<file path="src/hw/rtl/fst_pkg.sv">
// shared types, constants and character codes for the format string tokenizer
// no dependencies; imported by the interfaces and every module of the block

package fst_pkg;

   localparam int CharWidth  = 8;
   localparam int FieldWidth = 8;
   // next_arg is kept one bit wider than a slot index
   localparam int ArgWidth   = 9;
   localparam int CsrAddrWidth = 2;
   localparam int CsrDataWidth = 32;
   localparam logic [CsrAddrWidth-1:0] ArgCountAddr = '0;

   localparam int FifoDepth  = 4;
   localparam int PtrWidth   = $clog2(FifoDepth);
   localparam int CountWidth = $clog2(FifoDepth + 1);

   localparam logic [CharWidth-1:0] CharPercent = 8'h25;
   localparam logic [CharWidth-1:0] CharBslash  = 8'h5C;
   localparam logic [CharWidth-1:0] CharLowerT  = 8'h74;
   localparam logic [CharWidth-1:0] CharLowerN  = 8'h6E;
   localparam logic [CharWidth-1:0] CharQuote   = 8'h22;
   localparam logic [CharWidth-1:0] CharDot     = 8'h2E;
   localparam logic [CharWidth-1:0] CharLowerD  = 8'h64;
   localparam logic [CharWidth-1:0] CharLowerF  = 8'h66;
   localparam logic [CharWidth-1:0] CharLowerS  = 8'h73;
   localparam logic [CharWidth-1:0] CharZero    = 8'h30;
   localparam logic [CharWidth-1:0] CharNine    = 8'h39;
   localparam logic [CharWidth-1:0] CharTab     = 8'h09;
   localparam logic [CharWidth-1:0] CharNewline = 8'h0A;

   typedef enum logic [1:0] {
      KIND_LITERAL = 2'd0,
      KIND_SPEC    = 2'd1,
      KIND_END_OK  = 2'd2,
      KIND_ERROR   = 2'd3
   } kind_type;

   typedef enum logic [1:0] {
      CONV_INT    = 2'd0,
      CONV_FLOAT  = 2'd1,
      CONV_STRING = 2'd2
   } conv_type;

   typedef enum logic [1:0] {
      FAULT_NONE     = 2'd0,
      FAULT_INVALID  = 2'd1,
      FAULT_TOO_FEW  = 2'd2,
      FAULT_TOO_MANY = 2'd3
   } fault_type;

   typedef enum logic [4:0] {
      PH_TEXT    = 5'b00001,
      PH_PERCENT = 5'b00010,
      PH_ZERO    = 5'b00100,
      PH_WIDTH   = 5'b01000,
      PH_PREC    = 5'b10000
   } phase_type;

   typedef struct packed {
      kind_type               kind;
      logic [CharWidth-1:0]   out_byte;
      conv_type               conv_code;
      logic                   zero_pad;
      logic [FieldWidth-1:0]  field_width;
      logic [FieldWidth-1:0]  digits_after;
      logic [FieldWidth-1:0]  arg_slot;
      fault_type              fault_code;
      logic                   final_result;
   } result_type;

   // results produced by one accepted byte, packed from res0 upward
   typedef struct packed {
      result_type  res0;
      result_type  res1;
      logic [1:0]  count;
   } push_type;

endpackage

</file>
<file path="src/hw/rtl/fst_if.sv">
// valid/ready channel interfaces for format string bytes and tokenizer results
// depends on fst_pkg for field widths

interface fst_req_if import fst_pkg::*; ();
   logic                  valid;
   logic                  ready;
   logic [CharWidth-1:0]  char_byte;
   logic                  end_of_string;

   modport source (output valid, output char_byte, output end_of_string, input ready);
   modport sink   (input valid, input char_byte, input end_of_string, output ready);
endinterface

interface fst_rsp_if import fst_pkg::*; ();
   logic                   valid;
   logic                   ready;
   logic [1:0]             kind;
   logic [CharWidth-1:0]   out_byte;
   logic [1:0]             conv_code;
   logic                   zero_pad;
   logic [FieldWidth-1:0]  field_width;
   logic [FieldWidth-1:0]  digits_after;
   logic [FieldWidth-1:0]  arg_slot;
   logic [1:0]             fault_code;
   logic                   final_result;

   modport source (output valid, output kind, output out_byte, output conv_code,
                   output zero_pad, output field_width, output digits_after,
                   output arg_slot, output fault_code, output final_result,
                   input ready);
   modport sink   (input valid, input kind, input out_byte, input conv_code,
                   input zero_pad, input field_width, input digits_after,
                   input arg_slot, input fault_code, input final_result,
                   output ready);
endinterface

</file>
<file path="src/hw/rtl/fst_parser.sv">
// parse state registers and the per-byte decode of the format string
// depends on fst_pkg; produces up to two results per accepted byte

module fst_parser import fst_pkg::*; (
   input  logic                  clock,
   input  logic                  reset,
   input  logic                  accept,
   input  logic [CharWidth-1:0]  char_byte,
   input  logic                  end_of_string,
   input  logic [FieldWidth-1:0] arg_count,
   output push_type              push
);

   phase_type             phase_ff, phase_in;
   logic                  esc_ff, esc_in;
   logic                  pad_ff, pad_in;
   logic [FieldWidth-1:0] width_ff, width_in;
   logic [FieldWidth-1:0] prec_ff, prec_in;
   logic [ArgWidth-1:0]   next_arg_ff, next_arg_in;
   logic                  failed_ff, failed_in;

   result_type            prim;
   logic                  prim_valid;
   result_type            fin;
   logic                  fin_valid;
   logic                  is_digit;
   logic [3:0]            digit;
   logic [ArgWidth-1:0]   args_avail;

   function automatic logic [FieldWidth-1:0] accumulate(input logic [FieldWidth-1:0] acc,
                                                        input logic [3:0] d);
      logic [11:0] v;
      v = {1'b0, acc, 3'b000} + {3'b000, acc, 1'b0} + {8'h00, d};
      return (v > 12'd255) ? 8'hFF : v[FieldWidth-1:0];
   endfunction

   function automatic result_type literal(input logic [CharWidth-1:0] b);
      result_type r;
      r = '0;
      r.kind = KIND_LITERAL;
      r.out_byte = b;
      return r;
   endfunction

   function automatic result_type error(input fault_type f);
      result_type r;
      r = '0;
      r.kind = KIND_ERROR;
      r.fault_code = f;
      return r;
   endfunction

   assign is_digit   = (char_byte >= CharZero) && (char_byte <= CharNine);
   assign digit      = 4'(char_byte - CharZero);
   assign args_avail = {1'b0, arg_count};

   always_comb begin
      phase_in    = phase_ff;
      esc_in      = esc_ff;
      pad_in      = pad_ff;
      width_in    = width_ff;
      prec_in     = prec_ff;
      next_arg_in = next_arg_ff;
      failed_in   = failed_ff;
      prim        = '0;
      prim_valid  = 1'b0;

      if (!failed_ff) begin
         unique case (phase_ff)
            PH_TEXT: begin
               priority if (char_byte == CharPercent) begin
                  phase_in = PH_PERCENT;
               end else if (char_byte == CharBslash) begin
                  if (esc_ff) begin
                     prim       = literal(CharBslash);
                     prim_valid = 1'b1;
                  end
                  esc_in = !esc_ff;
               end else if (char_byte == CharLowerT) begin
                  prim       = literal(esc_ff ? CharTab : CharLowerT);
                  prim_valid = 1'b1;
                  esc_in     = 1'b0;
               end else if (char_byte == CharLowerN) begin
                  prim       = literal(esc_ff ? CharNewline : CharLowerN);
                  prim_valid = 1'b1;
                  esc_in     = 1'b0;
               end else if (char_byte == CharQuote) begin
                  // an unescaped quote is dropped
                  if (esc_ff) begin
                     prim       = literal(CharQuote);
                     prim_valid = 1'b1;
                     esc_in     = 1'b0;
                  end
               end else begin
                  prim       = literal(char_byte);
                  prim_valid = 1'b1;
               end
            end
            PH_PERCENT, PH_ZERO, PH_WIDTH, PH_PREC: begin
               prim_valid = 1'b1;
               priority if (char_byte == CharLowerD || char_byte == CharLowerF ||
                            char_byte == CharLowerS) begin
                  if (next_arg_ff >= args_avail) begin
                     prim      = error(FAULT_TOO_FEW);
                     failed_in = 1'b1;
                  end else begin
                     prim.kind         = KIND_SPEC;
                     prim.conv_code    = (char_byte == CharLowerD) ? CONV_INT :
                                         (char_byte == CharLowerF) ? CONV_FLOAT : CONV_STRING;
                     prim.zero_pad     = pad_ff;
                     prim.field_width  = width_ff;
                     prim.digits_after = prec_ff;
                     prim.arg_slot     = next_arg_ff[FieldWidth-1:0];
                     next_arg_in       = next_arg_ff + ArgWidth'(1);
                     pad_in            = 1'b0;
                     width_in          = '0;
                     prec_in           = '0;
                     phase_in          = PH_TEXT;
                  end
               end else if (phase_ff == PH_PERCENT && char_byte == CharPercent) begin
                  prim     = literal(CharPercent);
                  phase_in = PH_TEXT;
               end else if (phase_ff == PH_PERCENT && char_byte == CharZero) begin
                  prim_valid = 1'b0;
                  pad_in     = 1'b1;
                  phase_in   = PH_ZERO;
               end else if (phase_ff == PH_PREC) begin
                  if (is_digit) begin
                     prim_valid = 1'b0;
                     prec_in    = accumulate(prec_ff, digit);
                  end else begin
                     prim      = error(FAULT_INVALID);
                     failed_in = 1'b1;
                  end
               end else if (is_digit && (char_byte != CharZero || phase_ff == PH_WIDTH)) begin
                  prim_valid = 1'b0;
                  width_in   = accumulate(width_ff, digit);
                  phase_in   = PH_WIDTH;
               end else if (char_byte == CharDot) begin
                  prim_valid = 1'b0;
                  phase_in   = PH_PREC;
               end else begin
                  prim      = error(FAULT_INVALID);
                  failed_in = 1'b1;
               end
            end
            default: phase_in = PH_TEXT;
         endcase
      end

      // end status uses the state as updated by this byte
      fin       = '0;
      fin_valid = end_of_string && !failed_in;
      if (next_arg_in < args_avail) begin
         fin = error(FAULT_TOO_MANY);
      end else begin
         fin.kind = KIND_END_OK;
      end

      if (end_of_string) begin
         phase_in    = PH_TEXT;
         esc_in      = 1'b0;
         pad_in      = 1'b0;
         width_in    = '0;
         prec_in     = '0;
         next_arg_in = '0;
         failed_in   = 1'b0;
      end
   end

   always_comb begin
      push = '0;
      if (accept) begin
         if (prim_valid) begin
            push.res0 = prim;
            push.res1 = fin;
            push.res0.final_result = !fin_valid;
            push.res1.final_result = 1'b1;
         end else begin
            push.res0 = fin;
            push.res0.final_result = 1'b1;
         end
         push.count = 2'(prim_valid) + 2'(fin_valid);
      end
   end

   always_ff @(posedge clock) begin
      if (reset) begin
         phase_ff    <= PH_TEXT;
         esc_ff      <= 1'b0;
         pad_ff      <= 1'b0;
         width_ff    <= '0;
         prec_ff     <= '0;
         next_arg_ff <= '0;
         failed_ff   <= 1'b0;
      end else if (accept) begin
         phase_ff    <= phase_in;
         esc_ff      <= esc_in;
         pad_ff      <= pad_in;
         width_ff    <= width_in;
         prec_ff     <= prec_in;
         next_arg_ff <= next_arg_in;
         failed_ff   <= failed_in;
      end
   end

endmodule

</file>
<file path="src/hw/rtl/fst_result_fifo.sv">
// small result queue that takes up to two results per cycle and hands out one
// depends on fst_pkg for the result type and queue depth

module fst_result_fifo import fst_pkg::*; (
   input  logic        clock,
   input  logic        reset,
   input  push_type    push,
   input  logic        pop,
   output logic        not_empty,
   output logic        room_two,
   output result_type  head
);

   result_type             mem_ff [FifoDepth];
   logic [PtrWidth-1:0]    wr_ptr_ff, wr_ptr_in;
   logic [PtrWidth-1:0]    rd_ptr_ff, rd_ptr_in;
   logic [CountWidth-1:0]  count_ff, count_in;
   logic [PtrWidth-1:0]    wr_next;
   logic                   do_pop;

   assign not_empty = (count_ff != '0);
   assign room_two  = (count_ff <= CountWidth'(FifoDepth - 2));
   assign head      = mem_ff[rd_ptr_ff];
   assign do_pop    = pop && not_empty;
   assign wr_next   = wr_ptr_ff + PtrWidth'(1);

   always_comb begin
      wr_ptr_in = wr_ptr_ff + PtrWidth'(push.count);
      rd_ptr_in = rd_ptr_ff + PtrWidth'(do_pop);
      count_in  = count_ff + CountWidth'(push.count) - CountWidth'(do_pop);
   end

   always_ff @(posedge clock) begin
      if (push.count != 2'd0) begin
         mem_ff[wr_ptr_ff] <= push.res0;
      end
      if (push.count == 2'd2) begin
         mem_ff[wr_next] <= push.res1;
      end
   end

   always_ff @(posedge clock) begin
      if (reset) begin
         wr_ptr_ff <= '0;
         rd_ptr_ff <= '0;
         count_ff  <= '0;
      end else begin
         wr_ptr_ff <= wr_ptr_in;
         rd_ptr_ff <= rd_ptr_in;
         count_ff  <= count_in;
      end
   end

endmodule

</file>
<file path="src/hw/rtl/format_string_tokenizer_core.sv">
// top level of the format string tokenizer: csr port, parser and result queue
// depends on fst_pkg, fst_if, fst_parser and fst_result_fifo
// a result enters the result queue as its byte is accepted and shows on rsp_chan once
// the results ahead of it are taken; throughput: one byte per cycle while each byte yields
// at most one result and rsp_chan is ready, since the queue drains one result per cycle
// reset: synchronous; parse state returns to text phase, queue and arg_count clear, no results pending

module format_string_tokenizer_core import fst_pkg::*; (
   input  logic                     clock,
   input  logic                     reset,
   fst_req_if.sink                  req_chan,
   fst_rsp_if.source                rsp_chan,
   input  logic                     csr_psel,
   input  logic                     csr_penable,
   input  logic                     csr_pwrite,
   input  logic [CsrAddrWidth-1:0]  csr_paddr,
   input  logic [CsrDataWidth-1:0]  csr_pwdata,
   output logic [CsrDataWidth-1:0]  csr_prdata,
   output logic                     csr_pready
);

   logic [FieldWidth-1:0] arg_count_ff;
   logic                  req_accept;
   logic                  room_two;
   logic                  not_empty;
   push_type              push;
   result_type            head;

   assign csr_pready = 1'b1;
   assign csr_prdata = (csr_paddr == ArgCountAddr) ?
                       CsrDataWidth'(arg_count_ff) : '0;

   always_ff @(posedge clock) begin
      if (reset) begin
         arg_count_ff <= '0;
      end else if (csr_psel && csr_penable && csr_pwrite && csr_pready &&
                   csr_paddr == ArgCountAddr) begin
         arg_count_ff <= csr_pwdata[FieldWidth-1:0];
      end
   end

   assign req_chan.ready = room_two;
   assign req_accept     = req_chan.valid && room_two;

   fst_parser u_parser (
      .clock         (clock),
      .reset         (reset),
      .accept        (req_accept),
      .char_byte     (req_chan.char_byte),
      .end_of_string (req_chan.end_of_string),
      .arg_count     (arg_count_ff),
      .push          (push)
   );

   fst_result_fifo u_fifo (
      .clock     (clock),
      .reset     (reset),
      .push      (push),
      .pop       (rsp_chan.ready),
      .not_empty (not_empty),
      .room_two  (room_two),
      .head      (head)
   );

   assign rsp_chan.valid        = not_empty;
   assign rsp_chan.kind         = head.kind;
   assign rsp_chan.out_byte     = head.out_byte;
   assign rsp_chan.conv_code    = head.conv_code;
   assign rsp_chan.zero_pad     = head.zero_pad;
   assign rsp_chan.field_width  = head.field_width;
   assign rsp_chan.digits_after = head.digits_after;
   assign rsp_chan.arg_slot     = head.arg_slot;
   assign rsp_chan.fault_code   = head.fault_code;
   assign rsp_chan.final_result = head.final_result;

   // nothing is pending right after reset
   a_empty_after_reset: assert property (@(posedge clock)
      $past(reset) |-> !rsp_chan.valid)
      else $error("result valid right after reset");

   // an end status is always the last result of its byte
   a_end_is_final: assert property (@(posedge clock) disable iff (reset)
      rsp_chan.valid && (rsp_chan.kind == KIND_END_OK) |-> rsp_chan.final_result)
      else $error("end status not marked final");

   // fault codes only travel with error transactions
   a_fault_only_on_error: assert property (@(posedge clock) disable iff (reset)
      rsp_chan.valid && (rsp_chan.fault_code != FAULT_NONE) |->
      (rsp_chan.kind == KIND_ERROR))
      else $error("fault code on a non-error result");

   // a spec token names an argument below the configured count
   a_slot_in_range: assert property (@(posedge clock) disable iff (reset)
      rsp_chan.valid && (rsp_chan.kind == KIND_SPEC) |-> (rsp_chan.arg_slot < arg_count_ff))
      else $error("spec argument slot out of range");

endmodule

</file>
<file path="src/flat_wrapper.sv">
// flat-port wrapper written by rule: the top's interface ports become plain ports
module format_string_tokenizer_core_flat import fst_pkg::*;
  (clock, reset, csr_psel, csr_penable, csr_pwrite, csr_paddr, csr_pwdata, csr_prdata, csr_pready, req_chan_valid, req_chan_char_byte, req_chan_end_of_string, req_chan_ready, rsp_chan_valid, rsp_chan_kind, rsp_chan_out_byte, rsp_chan_conv_code, rsp_chan_zero_pad, rsp_chan_field_width, rsp_chan_digits_after, rsp_chan_arg_slot, rsp_chan_fault_code, rsp_chan_final_result, rsp_chan_ready);
  fst_req_if req_chan_i ();
  fst_rsp_if rsp_chan_i ();
  input  logic clock;
  input  logic reset;
  input  logic csr_psel;
  input  logic csr_penable;
  input  logic csr_pwrite;
  input  logic [CsrAddrWidth-1:0] csr_paddr;
  input  logic [CsrDataWidth-1:0] csr_pwdata;
  output logic [CsrDataWidth-1:0] csr_prdata;
  output logic csr_pready;
  input wire logic [$bits(req_chan_i.valid)-1:0] req_chan_valid;
  input wire logic [$bits(req_chan_i.char_byte)-1:0] req_chan_char_byte;
  input wire logic [$bits(req_chan_i.end_of_string)-1:0] req_chan_end_of_string;
  output wire logic [$bits(req_chan_i.ready)-1:0] req_chan_ready;
  output wire logic [$bits(rsp_chan_i.valid)-1:0] rsp_chan_valid;
  output wire logic [$bits(rsp_chan_i.kind)-1:0] rsp_chan_kind;
  output wire logic [$bits(rsp_chan_i.out_byte)-1:0] rsp_chan_out_byte;
  output wire logic [$bits(rsp_chan_i.conv_code)-1:0] rsp_chan_conv_code;
  output wire logic [$bits(rsp_chan_i.zero_pad)-1:0] rsp_chan_zero_pad;
  output wire logic [$bits(rsp_chan_i.field_width)-1:0] rsp_chan_field_width;
  output wire logic [$bits(rsp_chan_i.digits_after)-1:0] rsp_chan_digits_after;
  output wire logic [$bits(rsp_chan_i.arg_slot)-1:0] rsp_chan_arg_slot;
  output wire logic [$bits(rsp_chan_i.fault_code)-1:0] rsp_chan_fault_code;
  output wire logic [$bits(rsp_chan_i.final_result)-1:0] rsp_chan_final_result;
  input wire logic [$bits(rsp_chan_i.ready)-1:0] rsp_chan_ready;
  assign req_chan_i.valid = req_chan_valid;
  assign req_chan_i.char_byte = req_chan_char_byte;
  assign req_chan_i.end_of_string = req_chan_end_of_string;
  assign req_chan_ready = req_chan_i.ready;
  assign rsp_chan_valid = rsp_chan_i.valid;
  assign rsp_chan_kind = rsp_chan_i.kind;
  assign rsp_chan_out_byte = rsp_chan_i.out_byte;
  assign rsp_chan_conv_code = rsp_chan_i.conv_code;
  assign rsp_chan_zero_pad = rsp_chan_i.zero_pad;
  assign rsp_chan_field_width = rsp_chan_i.field_width;
  assign rsp_chan_digits_after = rsp_chan_i.digits_after;
  assign rsp_chan_arg_slot = rsp_chan_i.arg_slot;
  assign rsp_chan_fault_code = rsp_chan_i.fault_code;
  assign rsp_chan_final_result = rsp_chan_i.final_result;
  assign rsp_chan_i.ready = rsp_chan_ready;
  format_string_tokenizer_core u_core (.clock(clock), .reset(reset), .req_chan(req_chan_i), .rsp_chan(rsp_chan_i), .csr_psel(csr_psel), .csr_penable(csr_penable), .csr_pwrite(csr_pwrite), .csr_paddr(csr_paddr), .csr_pwdata(csr_pwdata), .csr_prdata(csr_prdata), .csr_pready(csr_pready));
endmodule
</file>
<file path="config.mk">
export PLATFORM = sky130hd
export DESIGN_NAME = format_string_tokenizer_core_flat
export DESIGN_NICKNAME = d
export VERILOG_FILES = /design/src/hw/rtl/fst_pkg.sv /design/src/hw/rtl/fst_if.sv /design/src/hw/rtl/fst_parser.sv /design/src/hw/rtl/fst_result_fifo.sv /design/src/hw/rtl/format_string_tokenizer_core.sv /design/src/flat_wrapper.sv
export SDC_FILE = /design/constraint.sdc
export NUM_CORES = 1
export LEC_CHECK = 0
export ABC_AREA = 1
export ABC_CLOCK_PERIOD_IN_PS = 9300
export BUFFER_PORTS_ARGS = -buffer_cell sky130_fd_sc_hd__buf_2
export CAP_MARGIN = 20
export CELL_PAD_IN_SITES_DETAIL_PLACEMENT = 0
export CELL_PAD_IN_SITES_GLOBAL_PLACEMENT = 1
export CORE_UTILIZATION = 47
export DETAILED_ROUTE_END_ITERATION = 8
export PLACE_DENSITY_LB_ADDON = 0.1
export REMOVE_ABC_BUFFERS = 1
export SLEW_MARGIN = 20
export SYNTH_ARGS = -nofsm -noshare
export SYNTH_HDL_FRONTEND = slang
export SYNTH_SLANG_ARGS = --single-unit
</file>
<file path="constraint.sdc">
create_clock -name clock -period 9.3 [get_ports clock]
set_clock_uncertainty 0.2 [all_clocks]
set_input_delay 2.79 -clock clock [delete_from_list [all_inputs] [get_ports clock]]
set_output_delay 2.79 -clock clock [all_outputs]
set_load 0.005 [all_outputs]
</file>
==> impl_metrics.env, run 1 <==
export IMPL_worstSetupEndpointType="flop"
export IMPL_report_final_setup_viol=0
export IMPL_clk_path_buf_depth=3
export IMPL_number_of_antenna_violations_at_the_first_check_in_global_routing=0
export IMPL_die_height_um=156.2
export IMPL_synth_commonest_cells="sky130_fd_sc_hd__nand3_1, sky130_fd_sc_hd__dfxtp_1, sky130_fd_sc_hd__nand2_1"
export IMPL_worst_path_buf_inv=4
export IMPL_synth_top_cells_by_area="sky130_fd_sc_hd__dfxtp_1, sky130_fd_sc_hd__nand3_1, sky130_fd_sc_hd__ha_1"
export IMPL_num_vias=9751
export IMPL_maxCapViolations=0
export IMPL_fin_crit_sh=0.6887
export IMPL_post_cts_setup_inserts=0
export IMPL_detail_route_first_pass_iterations=5
export IMPL_grt_pass1_wl_um=47830
export IMPL_multi_input_comb_area_um2=5864
export IMPL_final_antenna_net_count=0
export IMPL_use_met3=0.02825
export IMPL_hold_path_cell_count=2
export IMPL_grt_start_max_net_pins=83
export IMPL_library_cell_contributing_the_largest_single_delay_on_the_critical_path="sky130_fd_sc_hd__buf_4"
export IMPL_number_of_synthesized_flops_with_an_enable_pin=20
export IMPL_number_of_sinks_driven_by_the_clock_tree=208
export IMPL_worstMarginPinSlew_ns=0.8985
export IMPL_yosysMostFrequentCell="sky130_fd_sc_hd__nand3_1"
export IMPL_die_area_um2=24400
export IMPL_die_w_um=156.2
export IMPL_clock_tree_from_tritoncts="done"
export IMPL_clk_latency_ns=0.52
export IMPL_drc_errors=0
export IMPL_layout_area_overhead_vs_synth_pct=10.03
export IMPL_place_congestion=0.8661
export IMPL_crit_path_max_incr_delay_ns=0.55
export IMPL_worst_min_path_class="reg -> reg"
export IMPL_clk_pin_slew_worst_paths_ns=0.06
export IMPL_viasPerCell=5.358
export IMPL_postSynth_topFlopCell="sky130_fd_sc_hd__dfxtp_1"
export IMPL_synth_cell_type_count=52
export IMPL_io_buffer_count=75
export IMPL_minimum_period_implied_by_the_final_worst_setup_slack_ns=6.405
export IMPL_rsz0062_at_grt="false"
export IMPL_std_cell_rows=56
export IMPL_finalHoldViolations=0
export IMPL_clockRootBuffer="sky130_fd_sc_hd__clkbuf_16"
export IMPL_power_net_switching_mw=1.054
export IMPL_internal_power_mw=1.819
export IMPL_ys_seq_area_frac=0.3904
export IMPL_worst_endpoint_arrival_ns=6.41
export IMPL_leakage_nw=5.046
export IMPL_antenna_cells_inserted=0
export IMPL_synth_top_area_cell="sky130_fd_sc_hd__dfxtp_1"
export IMPL_synth_async_reset_ratio=0
export IMPL_worst_path_stages=19
export IMPL_critPathKind="in -> reg"
export IMPL_floorplan_io_pins=125
export IMPL_cellPowerDensity_nw_per_um2=233.6
export IMPL_share_clk_of_total_power=0.324
export IMPL_cts_resized=0
export IMPL_crit_path_frequent_cell="sky130_fd_sc_hd__nand2_1"
export IMPL_share_seq_of_total_power=0.364
export IMPL_synth_cell_area_um2=11180
export IMPL_critical_path_cell_chain="buf_2 > nor2_1 > nand2_1 > o21ai_1 > nand2_1 > nand2_1 > nand4_2 > nor2_1 > o21ai_0 > nand2_1 > nor2_1 > ha_1 > inv_1 > nor2_2 > nor2_2 > nor3_2 > inv_2 > buf_4 > nand2_1"
export IMPL_timing_slew_headroom=0.4010
export IMPL_syn_instance_count=1456
export IMPL_total_power_mw=2.873
export IMPL_synth_area_per_cell_um2=7.677
export IMPL_timing_final_max_slew_violations=0
export IMPL_global_route_peak_usage_layer="met2"
export IMPL_globalRouteMet2Util=0.3988
export IMPL_timing_fmax_mhz=156.1
export IMPL_grt_use_met1=0.3478
export IMPL_outcome="complete, no violations"
export IMPL_ff_latch_area_um2=4365
export IMPL_yosys_warnings=0
export IMPL_finish_net_count=1592
export IMPL_coreArea_um2=23400
export IMPL_initial_core_util=0.4777
export IMPL_grt_overflow=0
export IMPL_path_max_fanout=49
export IMPL_fin_tns_setup_ns=0
export IMPL_synth_seq_cells=208
export IMPL_power_frac_comb=0.313
export IMPL_iteration_0_drc_markers=767
export IMPL_cts_hold_repair_buffers=0
export IMPL_synth_top_area_share=0.3367
export IMPL_switching_fraction=0.3669
export IMPL_rr_worst_depth=18
export IMPL_avgRoutedWirePerCell_um=16.22
export IMPL_totalWireLength_um=29520
export IMPL_h_tree_depth=1
export IMPL_vdd_drop_max_uv=128.5
export IMPL_critPathTopFamily="simple AND/OR/NAND/NOR gates"
export IMPL_startpoint_type="primary input"
export IMPL_first_global_vias=9142
export IMPL_dp_final_hpwl_um=19120
export IMPL_cp_data_required_time_ns=9.30
export IMPL_pre_cts_ws_ns=2.391
export IMPL_grt_util_all_layers=0.2457
export IMPL_drive_gt1_frac=0.1452
export IMPL_n_fill_cell=2404
export IMPL_clock_buffers_created_by_tritoncts=25
export IMPL_finalWorstSetupSlack_ns=2.895
## cells in the final DEF, fill, tap and decap left out, types with 2 or more instances in the layout
cell,n
sky130_fd_sc_hd__fa_1,5
sky130_fd_sc_hd__dfxtp_1,187
sky130_fd_sc_hd__nand2_1,151
sky130_fd_sc_hd__ha_1,54
sky130_fd_sc_hd__nor3_4,2
sky130_fd_sc_hd__inv_1,95
sky130_fd_sc_hd__buf_2,75
sky130_fd_sc_hd__xor2_1,12
sky130_fd_sc_hd__nor2_2,4
sky130_fd_sc_hd__nand3b_1,4
sky130_fd_sc_hd__nor3_1,15
sky130_fd_sc_hd__edfxtp_1,20
sky130_fd_sc_hd__nor3_2,3
sky130_fd_sc_hd__nand4_1,8
sky130_fd_sc_hd__nand3_4,4
sky130_fd_sc_hd__nor2_4,4
sky130_fd_sc_hd__xnor2_1,4
sky130_fd_sc_hd__nand4_2,2
sky130_fd_sc_hd__clkbuf_16,25
sky130_fd_sc_hd__clkinv_2,6
sky130_fd_sc_hd__o21ai_0,123
sky130_fd_sc_hd__clkinvlp_4,3
sky130_fd_sc_hd__o21ai_1,132
sky130_fd_sc_hd__clkbuf_1,3
sky130_fd_sc_hd__nand3_1,200
sky130_fd_sc_hd__inv_2,20
sky130_fd_sc_hd__a21oi_1,62
sky130_fd_sc_hd__o311ai_0,2
sky130_fd_sc_hd__nand3_2,29
sky130_fd_sc_hd__or2_2,2
sky130_fd_sc_hd__conb_1,25
sky130_fd_sc_hd__a21oi_2,5
sky130_fd_sc_hd__nor2_1,132
sky130_fd_sc_hd__clkbuf_8,6
sky130_fd_sc_hd__nand2_2,6
sky130_fd_sc_hd__buf_4,9
sky130_fd_sc_hd__o21ai_2,4
sky130_fd_sc_hd__o22ai_1,41
sky130_fd_sc_hd__inv_6,2
## logic make-up after synthesis
logic type	count (synthesis)	synth area share
buf+inv	223	0.09268
xor+xnor	17	0.01399
other cells	2	0.0006718
fa+ha+maj	59	0.06940
compound gates	375	0.1783
simple gates	572	0.2545
flops	208	0.3904
## flip-flops by register name, indices dropped and copies added, names as in the netlist
signal,count
u_core.u_fifo.mem_ff,160
u_core.u_parser.failed_ff,1
u_core.u_parser.prec_ff,8
u_core.u_parser.width_ff,8
u_core.u_parser.next_arg_ff,9
u_core.u_fifo.rd_ptr_ff,2
u_core.u_parser.phase_ff,5
u_core.u_parser.pad_ff,1
u_core.u_fifo.wr_ptr_ff,2
u_core.u_parser.esc_ff,1
u_core.u_fifo.count_ff,3
u_core.arg_count_ff,8
## tightest hold or removal path: stages (launching register included)
cell	delay, ns
sky130_fd_sc_hd__dfxtp_1	0.32
sky130_fd_sc_hd__inv_1	0.05
sky130_fd_sc_hd__a21oi_1	0.05
## power by group through the flow
stage | logic [mW] | registers [mW] | clock network, mW
3_5_place_dp | 0.899 | 1.06 | 0
4_1_cts | 0.901 | 1.04 | 0.945
3_3_place_gp | 0.890 | 1.06 | 0
2_1_floorplan | 0.561 | 1.08 | 0
5_1_grt | 1.00 | 1.06 | 0.981
6_report | 0.898 | 1.04 | 0.930
## worst paths after layout
check,from,endpoint,slack [ns]
min reg2reg,u_core.u_parser.pad_ff,u_core.u_parser.pad_ff,0.26
max,req_chan_char_byte[0],u_core.u_fifo.mem_ff[0][0],2.90
max reg2reg,u_core.u_parser.next_arg_ff[6],u_core.u_fifo.mem_ff[0][0],4.69
min,u_core.u_parser.pad_ff,u_core.u_parser.pad_ff,0.26
## through the flow
step                instances    util  cell area [um^2]  hold WS [ns]
global placement         1775  0.4918             11510        0.2477
floorplan                1372       -             10670        0.2364
finish                   1820  0.5256             12300        0.2615
CTS                      1820  0.5256             12300        0.2654
detailed placement       1775  0.4918             11510        0.2559
global route             1820  0.5256             12300        0.2757
## metal layers
| metal | up-vias | share of wire |
|---|---|---|
| met5 | - | 0 |
| met4 | 0 | 0.016 |
| met3 | 33 | 0.046 |
| met2 | 198 | 0.44 |
| met1 | 4514 | 0.50 |
| li1 | 5006 | - |
## final cells by class
class,count,area share
clock buffer,34,0.05849
clock inverter,11,0.005697
inverter,116,0.03561
multi-input combinational,1048,0.4768
sequential,208,0.3549
tap,319,0.03245
timing repair buffer,84,0.03601
Note: power is estimated with default switching activity, not from simulation.
==> run 2, diff against run 1 <==
ABC_AREA = 0   (was 1)
ABC_CLOCK_PERIOD_IN_PS = 5700   (was 9300)
CORE_UTILIZATION = 42   (was 47)
clock period = 5.7 ns   (was 9.3 ns; I/O delays follow)
==> run 2 against run 1 <==
Critical path depth decreased by 3. Clock-buffer cell count shrank 1. Sequential power up 63%. Combinational power is 5.7% lower. Non-clock buffer count up 51. Global-route usage fell by 2.6 points. Hold slack worse by 0.011 ns. Setup slack lost 2.5 ns. Final cell count shrank 20%. Wire length shrank 1.6%. Final area rose by 1.5%. Register-to-register slack worse by 3.6 ns. Critical endpoint is now u_core.u_fifo.mem_ff[0][1]. Largest cell class unchanged.
==> impl_metrics.env, run 2 <==
export IMPL_coreArea_um2=25180
export IMPL_path_max_fanout=7
export IMPL_timing_fmax_mhz=189.7
export IMPL_antenna_cells_inserted=0
export IMPL_layout_area_overhead_vs_synth_pct=16.00
export IMPL_die_area_um2=26260
export IMPL_most_flop_heavy_register="u_core.u_fifo.mem_ff"
export IMPL_fin_crit_sh=0.9248
export IMPL_syn_instance_count=1024
export IMPL_rsz0062_at_grt="false"
export IMPL_post_cts_setup_inserts=0
export IMPL_post_layout_nonfiller_instances=1462
export IMPL_number_of_antenna_violations_at_the_first_check_in_global_routing=0
export IMPL_io_buffer_count=75
export IMPL_vdd_drop_max_uv=379.0
export IMPL_report_final_setup_viol=0
export IMPL_synth_top_cells_by_area="sky130_fd_sc_hd__dfxtp_1, sky130_fd_sc_hd__a22o_1, sky130_fd_sc_hd__mux4_2"
export IMPL_critPathKind="in -> reg"
export IMPL_die_height_um=162.1
export IMPL_clk_path_buf_depth=3
export IMPL_postSynth_topFlopCell="sky130_fd_sc_hd__dfxtp_1"
export IMPL_largest_register_ff_count=160
export IMPL_pre_cts_ws_ns=-0.07682
export IMPL_cts_hold_repair_buffers=0
export IMPL_clock_tree_from_tritoncts="done"
export IMPL_grt_overflow=0
export IMPL_worstSetupEndpointType="flop"
export IMPL_synth_top_area_share=0.3498
export IMPL_synth_cell_area_um2=10760
export IMPL_reg_top3="u_core.u_fifo.mem_ff x160, u_core.u_parser.next_arg_ff x9"
export IMPL_postLayoutCoreUtil=0.4957
export IMPL_clk_pin_slew_worst_paths_ns=0.06
export IMPL_clockRootBuffer="sky130_fd_sc_hd__clkbuf_16"
export IMPL_yosysMostFrequentCell="sky130_fd_sc_hd__dfxtp_1"
export IMPL_worst_min_path_class="reg -> reg"
export IMPL_avgRoutedWirePerCell_um=19.87
export IMPL_synth_commonest_cells="sky130_fd_sc_hd__dfxtp_1, sky130_fd_sc_hd__a22o_1, sky130_fd_sc_hd__o21ai_0"
export IMPL_minimum_period_implied_by_the_final_worst_setup_slack_ns=5.271
export IMPL_num_vias=8440
export IMPL_finalWorstSetupSlack_ns=0.4288
export IMPL_clk_latency_ns=0.52
export IMPL_grt_util_all_layers=0.2198
export IMPL_std_cell_rows=58
export IMPL_rr_worst_depth=15
export IMPL_die_w_um=162.1
export IMPL_synth_async_reset_ratio=0
export IMPL_total_power_mw=4.180
export IMPL_hold_path_cell_count=2
export IMPL_drc_errors=0
export IMPL_number_of_sinks_driven_by_the_clock_tree=208
export IMPL_grt_pass1_wl_um=45370
export IMPL_initial_core_util=0.4273
export IMPL_cts_resized=0
export IMPL_dp_final_hpwl_um=19860
export IMPL_cellPowerDensity_nw_per_um2=334.8
export IMPL_grt_start_max_net_pins=50
export IMPL_worstMarginPinSlew_ns=0.8356
export IMPL_totalWireLength_um=29040
export IMPL_place_congestion=0.8275
export IMPL_final_antenna_net_count=0
export IMPL_startpoint_type="primary input"
export IMPL_viasPerCell=5.773
export IMPL_synth_area_per_cell_um2=10.51
export IMPL_leakage_nw=5.233
export IMPL_finish_net_count=1222
export IMPL_clock_buffers_created_by_tritoncts=25
export IMPL_yosys_warnings=0
export IMPL_worst_endpoint_arrival_ns=5.41
export IMPL_cp_data_required_time_ns=5.84
export IMPL_n_fill_cell=2301
export IMPL_floorplan_io_pins=125
export IMPL_synth_cell_type_count=84
export IMPL_h_tree_depth=1
export IMPL_drive_gt1_frac=0.2244
export IMPL_synth_seq_cells=208
export IMPL_outcome="complete, no violations"
export IMPL_ys_seq_area_frac=0.4056
export IMPL_timing_slew_headroom=0.4430
export IMPL_first_global_vias=8172
export IMPL_finalHoldViolations=0
export IMPL_timing_final_max_slew_violations=0
export IMPL_synth_top_area_cell="sky130_fd_sc_hd__dfxtp_1"
export IMPL_fin_tns_setup_ns=0
export IMPL_layout_cells_most_common="sky130_fd_sc_hd__dfxtp_1"
export IMPL_layout_common_cells="sky130_fd_sc_hd__dfxtp_1, sky130_fd_sc_hd__a22o_1, sky130_fd_sc_hd__buf_2, sky130_fd_sc_hd__o21ai_0, sky130_fd_sc_hd__ha_1"
export IMPL_number_of_synthesized_flops_with_an_enable_pin=20
export IMPL_maxCapViolations=0
export IMPL_dp_cells=1416
export IMPL_detail_route_first_pass_iterations=5
export IMPL_iteration_0_drc_markers=609
## run 2: cell types whose count changed in the layout (fill, tap and decap cells not counted), moves of 39 or more
| cell | before | now |
|---|---|---|
| sky130_fd_sc_hd__o22ai_1 | 41 | 2 |
| sky130_fd_sc_hd__o21ai_1 | 132 | 4 |
| sky130_fd_sc_hd__nand3_1 | 200 | 16 |
| sky130_fd_sc_hd__o21ai_0 | 123 | 67 |
| sky130_fd_sc_hd__mux4_2 | 0 | 40 |
| sky130_fd_sc_hd__buf_4 | 9 | 51 |
| sky130_fd_sc_hd__nor2_1 | 132 | 50 |
| sky130_fd_sc_hd__a22o_1 | 0 | 123 |
| sky130_fd_sc_hd__nand2_1 | 151 | 51 |
| sky130_fd_sc_hd__inv_1 | 95 | 32 |
## run 2: cells by family after synthesis
family | Yosys count | share of synthesized area
mux | 52 | 0.09500
buf+inv | 129 | 0.06698
simple gates | 239 | 0.1278
flops | 208 | 0.4056
fa+ha+maj | 59 | 0.07209
xor+xnor | 17 | 0.01384
other cells | 2 | 0.0006979
compound gates | 318 | 0.2180
## run 2: through the flow
step	hold WS [ns]	instance area [um^2]
after CTS	0.2541	12480
after global routing	0.2754	12480
after floorplan	0.2198	10250
after global placement	0.2335	11630
after detailed placement	0.2406	11630
final	0.2506	12480
## run 2: area by class of cell
class,count,area (um^2),area share
Clock buffer,33,695.7,0.05573
Clock inverter,13,151.4,0.01213
Inverter,33,123.9,0.009924
Multi-Input combinational cell,710,5793,0.4641
Sequential cell,208,4367,0.3498
Tap cell,330,412.9,0.03308
Timing Repair Buffer,135,938.4,0.07518
## run 2: final timing paths
| path | start | to | slack, ns |
|---|---|---|---|
| max | req_chan_char_byte[3] | u_core.u_fifo.mem_ff[0][1] | 0.43 |
| min | u_core.u_fifo.mem_ff[3][3] | u_core.u_fifo.mem_ff[3][3] | 0.25 |
| max reg2reg | u_core.u_parser.phase_ff[0] | u_core.u_fifo.mem_ff[0][1] | 1.11 |
| min reg2reg | u_core.u_fifo.mem_ff[3][3] | u_core.u_fifo.mem_ff[3][3] | 0.25 |
## run 2: metal layers
metal	wire, um	GRT usage
met1	13890	0.3070
met2	13300	0.3588
met3	1241	0.02886
met4	606	0.05317
met5	0	0
## run 2: power by group
group	internal (mW)	switching [mW]
clock network	0.995	0.632
logic	0.377	0.470
registers	1.59	0.110
## run 2: critical path, stage by stage
cell                       delay (ns)
sky130_fd_sc_hd__buf_2           0.13
sky130_fd_sc_hd__and4bb_2        0.33
sky130_fd_sc_hd__nand4_1         0.28
sky130_fd_sc_hd__a221oi_4        0.39
sky130_fd_sc_hd__and4_1          0.29
sky130_fd_sc_hd__nand3_1         0.14
sky130_fd_sc_hd__xnor2_1         0.17
sky130_fd_sc_hd__ha_1            0.33
sky130_fd_sc_hd__a211o_1         0.30
sky130_fd_sc_hd__a21oi_1         0.11
sky130_fd_sc_hd__o21ai_0         0.10
sky130_fd_sc_hd__a311o_1         0.34
sky130_fd_sc_hd__a211oi_1        0.27
sky130_fd_sc_hd__buf_4           0.20
sky130_fd_sc_hd__nand4_1         0.15
sky130_fd_sc_hd__o21ai_0         0.16
==> run 3, diff against run 2 <==
--- a/config.mk
+++ b/config.mk
@@ -10,3 +10,2 @@
 export BUFFER_PORTS_ARGS = -buffer_cell sky130_fd_sc_hd__buf_2
-export CAP_MARGIN = 20
 export CELL_PAD_IN_SITES_DETAIL_PLACEMENT = 0
==> constraint.sdc (replaced) <==
create_clock -name clock -period 5.7 [get_ports clock]
set_clock_uncertainty 0.2 [all_clocks]
set_input_delay 0.57 -clock clock [delete_from_list [all_inputs] [get_ports clock]]
set_output_delay 0.57 -clock clock [all_outputs]
set_load 0.005 [all_outputs]
==> run 3 against run 2 <==
Die area unchanged. Combinational power decreased by 5.9%. Power decreased by 2.7%. Critical path type is now reg -> reg. Highest routed layer unchanged.
==> impl_metrics.env, run 3 (synthesis results as in run 2) <==
export IMPL_number_of_antenna_violations_at_the_first_check_in_global_routing=0
export IMPL_totalWireLength_um=28850
export IMPL_rsz0062_at_grt="false"
export IMPL_startpoint_type="flop"
export IMPL_worstMarginPinSlew_ns=0.9781
export IMPL_first_global_vias=7957
export IMPL_timing_fmax_mhz=192.5
export IMPL_grt_overflow=0
export IMPL_h_tree_depth=1
export IMPL_total_power_mw=4.066
export IMPL_timing_final_max_slew_violations=0
export IMPL_worst_min_path_class="in -> reg"
export IMPL_std_cell_rows=58
export IMPL_floorplan_io_pins=125
export IMPL_coreArea_um2=25180
export IMPL_clock_buffers_created_by_tritoncts=24
export IMPL_layout_area_overhead_vs_synth_pct=12.15
export IMPL_num_vias=8224
export IMPL_fin_crit_sh=0.9115
export IMPL_dp_final_hpwl_um=18950
export IMPL_layout_common_cells="sky130_fd_sc_hd__dfxtp_1, sky130_fd_sc_hd__a22o_1, sky130_fd_sc_hd__buf_2, sky130_fd_sc_hd__o21ai_0, sky130_fd_sc_hd__ha_1"
export IMPL_cts_resized=0
export IMPL_clk_latency_ns=0.52
export IMPL_final_antenna_net_count=0
export IMPL_initial_core_util=0.4273
export IMPL_place_congestion=0.7908
export IMPL_report_final_setup_viol=0
export IMPL_detail_route_first_pass_iterations=5
export IMPL_timing_slew_headroom=0.3479
export IMPL_finish_net_count=1184
export IMPL_post_cts_setup_inserts=0
export IMPL_grt_pass1_wl_um=45970
export IMPL_clockRootBuffer="sky130_fd_sc_hd__clkbuf_16"
export IMPL_clock_tree_from_tritoncts="done"
export IMPL_layout_cells_most_common="sky130_fd_sc_hd__dfxtp_1"
export IMPL_worst_endpoint_arrival_ns=5.20
export IMPL_cp_data_required_time_ns=5.70
export IMPL_cts_hold_repair_buffers=0
export IMPL_number_of_sinks_driven_by_the_clock_tree=208
export IMPL_avgRoutedWirePerCell_um=20.27
export IMPL_grt_start_max_net_pins=50
export IMPL_postLayoutCoreUtil=0.4792
export IMPL_multi_input_comb_area_um2=5793
export IMPL_n_fill_cell=2385
export IMPL_worstSetupEndpointType="flop"
export IMPL_die_area_um2=26260
export IMPL_viasPerCell=5.779
export IMPL_antenna_cells_inserted=0
export IMPL_die_w_um=162.1
export IMPL_fin_tns_setup_ns=0
export IMPL_path_max_fanout=15
export IMPL_minimum_period_implied_by_the_final_worst_setup_slack_ns=5.196
export IMPL_clk_path_buf_depth=3
export IMPL_iteration_0_drc_markers=495
export IMPL_vdd_drop_max_uv=370.1
export IMPL_die_height_um=162.1
export IMPL_hold_ws_ns=0.07529
export IMPL_reg_top3="u_core.u_fifo.mem_ff x160, u_core.u_parser.next_arg_ff x9"
export IMPL_finalHoldViolations=0
export IMPL_leakage_nw=5.005
export IMPL_maxCapViolations=0
export IMPL_drc_errors=0
export IMPL_drive_gt1_frac=0.1967
export IMPL_outcome="complete, no violations"
export IMPL_cellPowerDensity_nw_per_um2=337.0
export IMPL_clk_pin_slew_worst_paths_ns=0.06
export IMPL_largest_register_ff_count=160
export IMPL_ff_latch_area_um2=4367
export IMPL_critPathKind="reg -> reg"
export IMPL_grt_util_all_layers=0.2232
export IMPL_io_buffer_count=75
export IMPL_most_flop_heavy_register="u_core.u_fifo.mem_ff"
## run 3: cell types whose count changed in the layout (fill, tap and decap cells not counted)
cell and delta:
sky130_fd_sc_hd__buf_12 -7, sky130_fd_sc_hd__buf_4 -30, sky130_fd_sc_hd__bufinv_16 -1, sky130_fd_sc_hd__clkbuf_16 -1, sky130_fd_sc_hd__clkinv_4 -2, sky130_fd_sc_hd__clkinv_8 +1
sky130_fd_sc_hd__clkinvlp_4 +1
## run 3: report_power, final
group          switching (mW)  internal, mW  total, mW
clock                   0.633         0.921       1.55
combinational           0.453         0.343      0.797
sequential              0.122          1.59       1.72
total                    1.21          2.86       4.07
## run 3: layout make-up
| cell class | instances | share of cell area |
|---|---|---|
| Clock buffer | 32 | 0.05557 |
| Clock inverter | 12 | 0.01058 |
| Inverter | 33 | 0.01026 |
| Multi-Input combinational cell | 710 | 0.4800 |
| Sequential cell | 208 | 0.3618 |
| Tap cell | 330 | 0.03421 |
| Timing Repair Buffer | 98 | 0.04749 |
## run 3: layer usage
| layer | routed length (um) | vias up | track usage |
|---|---|---|---|
| met3 | 1155 | 30 | 0.03447 |
| li1 | - | 3988 | - |
| met4 | 566 | 0 | 0.05146 |
| met5 | 0 | - | 0 |
| met2 | 13140 | 144 | 0.3576 |
| met1 | 13980 | 4062 | 0.3153 |
## run 3: path summary, 6_finish.rpt
path                                 endpoint  slack, ns  cells after the start                      startpoint
setup / recovery  u_core.u_fifo.mem_ff[3][38]       0.50                     13  u_core.u_parser.next_arg_ff[6]
setup reg to reg  u_core.u_fifo.mem_ff[3][38]       0.50                     13  u_core.u_parser.next_arg_ff[6]
hold reg to reg   u_core.u_fifo.mem_ff[2][35]       0.25                      2     u_core.u_fifo.mem_ff[2][35]
hold / removal         u_core.arg_count_ff[5]       0.08                      3                   csr_pwdata[5]
## run 3: per-stage QoR
step,setup WS (ns),area [um^2],instances
6_report,0.5045,12070,1423
2_1_floorplan,0.4258,10250,951
4_1_cts,0.5600,12070,1423
3_3_place_gp,0.5258,11270,1379
3_5_place_dp,0.4601,11270,1379
5_1_grt,0.2744,12070,1423
## run 3: critical path, stage by stage, from the launching register on
cell and delay, ns:
sky130_fd_sc_hd__dfxtp_1 0.53, sky130_fd_sc_hd__ha_1 0.31, sky130_fd_sc_hd__a21o_1 0.18, sky130_fd_sc_hd__a211oi_1 0.37
sky130_fd_sc_hd__o21ai_0 0.28, sky130_fd_sc_hd__nor3_1 0.42, sky130_fd_sc_hd__nor2_1 0.13, sky130_fd_sc_hd__nor3_1 0.38
sky130_fd_sc_hd__ha_1 0.35, sky130_fd_sc_hd__o21ai_1 0.14, sky130_fd_sc_hd__buf_4 0.16, sky130_fd_sc_hd__or2_2 0.28
sky130_fd_sc_hd__and2_1 0.80, sky130_fd_sc_hd__inv_1 0.33
